File: src/sv/lbs_pkg.sv
`timescale 1ns / 1ps
// Shared types, constants and helper functions for the skinning engine.
// No dependencies; lbs_div and linear_blend_skinning import this package.
package lbs_pkg;

  // Sizes and fixed-point format
  localparam int MAX_VERTICES = 1024;
  localparam int IDX_W        = $clog2(MAX_VERTICES);
  localparam int CNT_W        = IDX_W + 1;
  localparam int FRAC_BITS    = 16;
  localparam int Q_W          = 32;
  localparam int W_W          = 17;
  localparam int WSUM_W       = 20;
  localparam int ONE_Q        = 1 << FRAC_BITS;
  localparam int WSUM_MAX     = (1 << WSUM_W) - 1;
  localparam int N_ELEM       = 12;
  localparam int ELEM_W       = 4;
  localparam int MAT_W        = N_ELEM * Q_W;
  localparam int PROD_W       = 2 * Q_W;
  localparam int ACC_W        = 50;
  localparam int DIV_STEPS    = Q_W + 1;
  localparam int DIV_CNT_W    = $clog2(DIV_STEPS + 1);

  // Item function codes
  localparam logic [1:0] FUNC_LOAD    = 2'd0;
  localparam logic [1:0] FUNC_INFLUE  = 2'd1;
  localparam logic [1:0] FUNC_DEFORM  = 2'd2;
  localparam logic [1:0] FUNC_CLEAR   = 2'd3;

  // Link modes
  localparam logic [1:0] MODE_NORM    = 2'd0;
  localparam logic [1:0] MODE_PRODUCT = 2'd1;
  localparam logic [1:0] MODE_TOTAL   = 2'd2;

  // Configuration register indexes
  localparam logic REG_LINK_MODE    = 1'b0;
  localparam logic REG_VERTEX_COUNT = 1'b1;

  typedef logic signed [Q_W-1:0] q_t;

  // Request to and response from the divider
  typedef struct packed {
    logic              start;
    logic              neg;
    logic [ACC_W-1:0]  mag;
    logic [WSUM_W-1:0] divisor;
  } div_req_t;

  typedef struct packed {
    logic done;
    q_t   quo;
  } div_rsp_t;

  // Saturate a wide signed value to the Q16.16 word.
  function automatic q_t sat32(input logic signed [ACC_W-1:0] v);
    logic signed [ACC_W-1:0] max_v;
    logic signed [ACC_W-1:0] min_v;
    max_v = ACC_W'($signed({1'b0, {(Q_W-1){1'b1}}}));
    min_v = ACC_W'($signed({1'b1, {(Q_W-1){1'b0}}}));
    if (v > max_v) begin
      return max_v[Q_W-1:0];
    end else if (v < min_v) begin
      return min_v[Q_W-1:0];
    end
    return v[Q_W-1:0];
  endfunction

endpackage

File: src/sv/lbs_div.sv
`timescale 1ns / 1ps
// Bit-serial restoring divider: saturated (magnitude << FRAC_BITS) / divisor.
// Depends on lbs_pkg.
module lbs_div import lbs_pkg::*; (
  input  logic     clk,
  input  logic     rst,
  input  div_req_t req,
  output div_rsp_t rsp
);

  logic                 busy;
  logic                 done;
  logic [DIV_CNT_W-1:0] cnt;
  logic [WSUM_W-1:0]    rem;
  logic [WSUM_W-1:0]    dq;
  logic [DIV_STEPS-1:0] nlow;
  logic [DIV_STEPS-1:0] quo;
  logic                 sat;
  logic                 neg;
  logic                 ovf;
  logic [WSUM_W:0]      rem2;
  logic                 ge;
  logic                 big_pos;
  logic                 big_neg;

  // A quotient of 2^33 or more saturates whatever its sign.
  assign ovf  = req.mag >= (ACC_W'(req.divisor) << (DIV_STEPS - FRAC_BITS));
  assign rem2 = {rem, nlow[DIV_STEPS-1]};
  assign ge   = rem2 >= {1'b0, dq};

  // Iteration: one quotient bit per cycle.
  always_ff @(posedge clk) begin
    if (rst) begin
      busy <= 1'b0;
      done <= 1'b0;
    end else begin
      done <= 1'b0;
      if (req.start) begin
        neg <= req.neg;
        dq  <= req.divisor;
        quo <= '0;
        if (ovf) begin
          sat  <= 1'b1;
          done <= 1'b1;
        end else begin
          sat  <= 1'b0;
          rem  <= WSUM_W'(req.mag >> (DIV_STEPS - FRAC_BITS));
          nlow <= {req.mag[DIV_STEPS-FRAC_BITS-1:0], FRAC_BITS'(0)};
          cnt  <= DIV_CNT_W'(DIV_STEPS);
          busy <= 1'b1;
        end
      end else if (busy) begin
        rem  <= ge ? WSUM_W'(rem2 - {1'b0, dq}) : rem2[WSUM_W-1:0];
        quo  <= {quo[DIV_STEPS-2:0], ge};
        nlow <= {nlow[DIV_STEPS-2:0], 1'b0};
        cnt  <= cnt - 1'b1;
        if (cnt == DIV_CNT_W'(1)) begin
          busy <= 1'b0;
          done <= 1'b1;
        end
      end
    end
  end

  // Signed, saturated result.
  assign big_pos = quo > DIV_STEPS'({1'b0, {(Q_W-1){1'b1}}});
  assign big_neg = quo > DIV_STEPS'({1'b1, {(Q_W-1){1'b0}}});

  always_comb begin
    rsp.done = done;
    if (neg) begin
      rsp.quo = (sat || big_neg) ? q_t'({1'b1, {(Q_W-1){1'b0}}})
                                 : q_t'(Q_W'(DIV_STEPS'(0) - quo));
    end else begin
      rsp.quo = (sat || big_pos) ? q_t'({1'b0, {(Q_W-1){1'b1}}})
                                 : q_t'(quo[Q_W-1:0]);
    end
  end

endmodule

File: config.mk
export PLATFORM = sky130hd
export DESIGN_NAME = lbs_div
export DESIGN_NICKNAME = d
export VERILOG_FILES = /design/src/sv/lbs_pkg.sv /design/src/sv/lbs_div.sv
export SDC_FILE = /design/constraint.sdc
export NUM_CORES = 1
export LEC_CHECK = 0
export BUFFER_PORTS_ARGS = -buffer_cell sky130_fd_sc_hd__buf_2
export CORE_MARGIN = 4
export CORE_UTILIZATION = 45
export DETAILED_ROUTE_END_ITERATION = 16
export GPL_TIMING_DRIVEN = 0
export PLACE_DENSITY = 0.71
export RECOVER_POWER = 25
export SETUP_SLACK_MARGIN = 0.5
export SYNTH_ARGS = -nofsm -noshare
export SYNTH_HDL_FRONTEND = slang
export SYNTH_SLANG_ARGS = --single-unit
File: constraint.sdc
create_clock -name clk -period 7.5 [get_ports clk]
set_input_delay 0.75 -clock clk [delete_from_list [all_inputs] [get_ports clk]]
set_output_delay 0.75 -clock clk [all_outputs]
set_load 0.05 [all_outputs]
; ---- After elaboration in Yosys (flattened, before gate mapping)
; Cells that the tools add are included.
[op_classes]
addsub = 3
n_lt_le_gt_ge = 4
n_eq_ne = 2
n_mux = 22
bitwise = 1
reduce_logical = 6
[ops]
columns = op, count
row1 = $mux W33, 4
row2 = $mux W32, 3
row3 = $mux W20, 4
row4 = $ge A50 B37 Y1, 1
row5 = $gt A33 B31 Y1 const B, 1
row6 = $gt A33 B32 Y1 const B, 1
row7 = $sub A1 B32 Y32 const A, 1
row8 = $ge A21 B20 Y1, 1
row9 = $sub A20 B20 Y20, 1
row10 = $mux W6, 3
row11 = $mux W1, 8
row12 = $eq A6 B1 Y1 const B, 1
row13 = $sub A6 B1 Y6 const B, 1
row14 = $reduce_and A2 Y1, 2
row15 = $reduce_and A3 Y1, 1
row16 = $logic_or A1 B1 Y1, 2
row17 = $ne A2 B2 Y1 const B, 1
row18 = $reduce_bool A2 Y1, 1
row19 = $not A1 Y1, 1
[totals]
reg_bits = 116
in_bits = 74
output_inout_bits = 33
elab_cells = 47

; ---- Longest topological paths before layout
[depth]
ltp_word = 4
depth_mapped = 12
ltp_nobuf = 10

; ---- Worst setup path after synthesis
; No wires, ideal clock.
[synth_timing]
path_kind = input -> register
start = input req[69] (netlist name)
end = register cnt[0], enable pin
arrival_time_ns = 6.266
required_ns = 6.949
setup_slack_ns = 0.683
cell_stages = 4
path_buffers = 0
cell_sequence = or4_1 a2111oi_0 o22ai_1 nor4_1
[synth_via]
elab_chain_cells = 3
[synth_rtl]
columns = item, line_no
row1 = start: declaration, lbs_div.sv:7  ; input div_req_t req,
row2 = $ge A50 B37 Y1, lbs_div.sv:27  ; assign ovf = req.mag >= (ACC_W'(req.divisor) << (DIV_STEPS - FRAC_BITS));
row3 = $ne A2 B2 Y1 (no source line), --
row4 = $reduce_and A3 Y1 (no source line), --
row5 = end signal: assignment, lbs_div.sv:49  ; cnt <= DIV_CNT_W'(DIV_STEPS);
row6 = end signal: assignment, lbs_div.sv:56  ; cnt <= cnt - 1'b1;
row7 = end: declaration, lbs_div.sv:13  ; logic [DIV_CNT_W-1:0] cnt;
; Every way passes these cells.
; A chain may end at the register's enable or synchronous reset.

==> results.sh <==
export IMPL_netlist_instances=708
export IMPL_synth_warnings=0
export IMPL_setup_viol=0
export IMPL_ys_ff_latch=100
export IMPL_rows=44
export IMPL_diodes=0
export IMPL_fp_dieH_um=131
export IMPL_grt_remaining_overflow=0
export IMPL_grt_pass1_wl_um=27900
export IMPL_seq_area_frac_synth_pct=43.9
export IMPL_post_cts_buffers=0
export IMPL_finalHoldViolCount=0
export IMPL_start_util_pct=46.4
export IMPL_die_area_um2=17100
export IMPL_synth_edf_count=98
export IMPL_power_density_nw_per_um2=182
export IMPL_fp_coreArea_um2=14600
export IMPL_arrival_ns=3.87
export IMPL_min_period_over_period_pct=61.5
export IMPL_avgSynthCellArea_um2=9.60
export IMPL_cts_resized=0
export IMPL_cp_start_kind="flop"
export IMPL_synth_area_um2=6800
export IMPL_grt_pass1_vias=5588
export IMPL_vias=5966
export IMPL_ios=107
export IMPL_synth_top_area_share_pct=43.3
export IMPL_finClkSkew_ns=0.00823
export IMPL_dp_final_hpwl_um=13300
export IMPL_worst_setup_hold_path_clk_slew_ns=0.07
export IMPL_ant_nets=0
export IMPL_drt_first_pass_iters=4
export IMPL_placed_cell_area_um2=7640
export IMPL_postSynth_asyncResetShare_pct=0
export IMPL_maxSlewHeadroom_pct=16.4
export IMPL_routed_wl_um=17700
export IMPL_htreeDepth=3
export IMPL_antenna_found_initial=1
export IMPL_worstSetupPathType="flop to output port"
export IMPL_syn_nets=827
export IMPL_clock_path_buffers=2
export IMPL_rsz0062_at_grt="no"
export IMPL_synth_top_flop_cell="edfxtp_1"
export IMPL_hold_path_class="flop to flop"
export IMPL_grt_max_degree=35
export IMPL_avgRoutedWirePerCell_um=17.3
export IMPL_detail_route_drc_violations=0
export IMPL_required_ns=6.75
export IMPL_root_buffer="clkbuf_16"
export IMPL_final_nets=950
export IMPL_globalRouteTotalUtil_pct=20.8
export IMPL_critical_path_endpoint_type="output port"
export IMPL_drt_vias_per_instance=5.85
export IMPL_io_buffers=105
export IMPL_max_cap_violations=0
export IMPL_drt_iter0_markers=463
export IMPL_slew_violations=0
export IMPL_irDropWorstVdd_mv=0.109
export IMPL_gp_congestion=0.853
export IMPL_finalWorstPathRequiredPeriod_ns=4.62
export IMPL_finish_utilization_pct=54.0
export IMPL_cts_sinks=100
export IMPL_clkLatencyLatePin_ns=0.35
export IMPL_outcome="finished clean"
export IMPL_area_delta_synth_final_pct=16.2
export IMPL_critPathMaxFanout=10
export IMPL_holdBufCountCts=0
export IMPL_cts_tree="built"
export IMPL_fmax_mhz=217
export IMPL_drive_above_1_share_pct=18.7
export IMPL_cts_buffers=9
export IMPL_synth_area_leader_cell="edfxtp_1"
export IMPL_fin_area_um2=7900
export IMPL_worstMarginPinSlew_ns=1.22
export IMPL_synthTopCellsByArea="edfxtp_1 43%, ha_1 8.1%, a21oi_1 3.5%, nor2_1 3.3%, nor2b_1 3.3%"
export IMPL_p_leak_nw=3.13
export IMPL_dieWidth_um=131
export IMPL_ys_types=62
## state kept, by name, summed over array words and instances (netlist names)
register  flops
busy          1
neg           1
dq           20
cnt           6
nlow         17
quo          33
sat           1
rem          20
done          1
## layer usage
layer	up-vias	share of wire [%]	GRT usage, %
li1	2893	-	-
met1	2826	47	30.0
met2	215	44	32.1
met3	30	6.9	3.21
met4	2	2.2	7.08
met5	-	0.068	0
## where the power goes
group	leakage [nW]	internal (W)	switching, W
logic	2.06	0.000118	0.000211
clock network	0.136	0.000234	0.000215
registers	0.936	0.000645	0.0000179
total	3.13	0.000997	0.000444
## cell type report
cell class | count | area (um^2)
Timing Repair Buffer | 112 | 578
Fill cell | 1368 | 6740
Tap cell | 184 | 230
Clock inverter | 6 | 38.8
Sequential cell | 100 | 2980
Multi-Input combinational cell | 521 | 3480
Buffer | 31 | 140
Clock buffer | 10 | 239
Inverter | 56 | 211
## Yosys cell counts, types with 15 or more instances
cell type,instances
o21ai_0,38
o311ai_1,15
nand4_1,17
clkbuf_1,22
nor2b_1,36
a21oi_1,48
mux2_2,18
nor3_1,29
edfxtp_1,98
ha_1,44
inv_1,55
a21o_1,17
nor2_1,60
nand2_1,57
## worst paths after layout
kind | from | end | slack (ns) | cells after the start
worst max-delay path | quo[1]$_SDFFCE_PP0P_ | rsp[28] | 2.88 | 12
worst min-delay path | nlow[21]$_DFFE_PP_ | nlow[22]$_DFFE_PP_ | 0.56 | 1
worst max register to register | rem[14]$_DFFE_PP_ | rem[3]$_DFFE_PP_ | 3.96 | 10
worst min register to register | nlow[21]$_DFFE_PP_ | nlow[22]$_DFFE_PP_ | 0.56 | 1
## placed cells by master, fill, tap and decap left out, types with 4 or more instances in the layout
cell type  instances
a21oi_1           48
xor2_1             5
or2_2              5
buf_2             93
a31oi_1           12
a211oi_1           4
o311ai_1          15
o311ai_2           4
nor2_1            58
nor2b_1           36
or3_1             11
xnor2_1           11
edfxtp_1          98
or4_1              5
and3_1             6
clkbuf_16          9
nor4_1            11
a21o_1            17
mux2_2            18
inv_1             55
o21ai_0           38
buf_4              7
nand2_1           57
ha_1              44
o31ai_1            5
nand3_1           14
nand4_1           17
nor3_1            29
clkbuf_1          38
## through the flow
| step | hold slack, ns | power, W | setup WS [ns] | setup TNS [ns] | cells |
|---|---|---|---|---|---|
| floorplan | 0.458 | 0.000905 | 0.683 | 0 | 708 |
| global placement | 0.529 | 0.000996 | -2.27 | -97.44 | 997 |
| detailed placement | 0.539 | 0.00100 | 3.28 | 0 | 1004 |
| CTS | 0.555 | 0.00145 | 2.89 | 0 | 1020 |
| global route | 0.567 | 0.00151 | 2.68 | 0 | 1020 |
| finish | 0.556 | 0.00144 | 2.88 | 0 | 1020 |
## cell families (layout without fill, tap and decap cells)
family                   after synthesis  in the layout  share of synthesized area, %
AO/OA/AOI/OAI                        171            171                          16.8
XOR/XNOR                              16             16                          2.06
flip-flops                           100            100                          43.9
multiplexers                          19             19                          3.13
adder cells (fa/ha/maj)               45             45                          8.39
buffers and inverters                 87            215                          5.17
AND/OR/NAND/NOR                      270            270                          20.6
## critical path: stages (launching register included)
cell      delay, ns
edfxtp_1       0.45
inv_1          0.13
ha_1           0.19
or3b_4         0.41
or4_1          0.41
buf_2          0.19
nor4_4         0.40
a31oi_4        0.22
clkinv_2       0.19
nand2_4        0.07
buf_6          0.16
o311ai_1       0.36
buf_2          0.34
(Power assumes the default switching activity.)
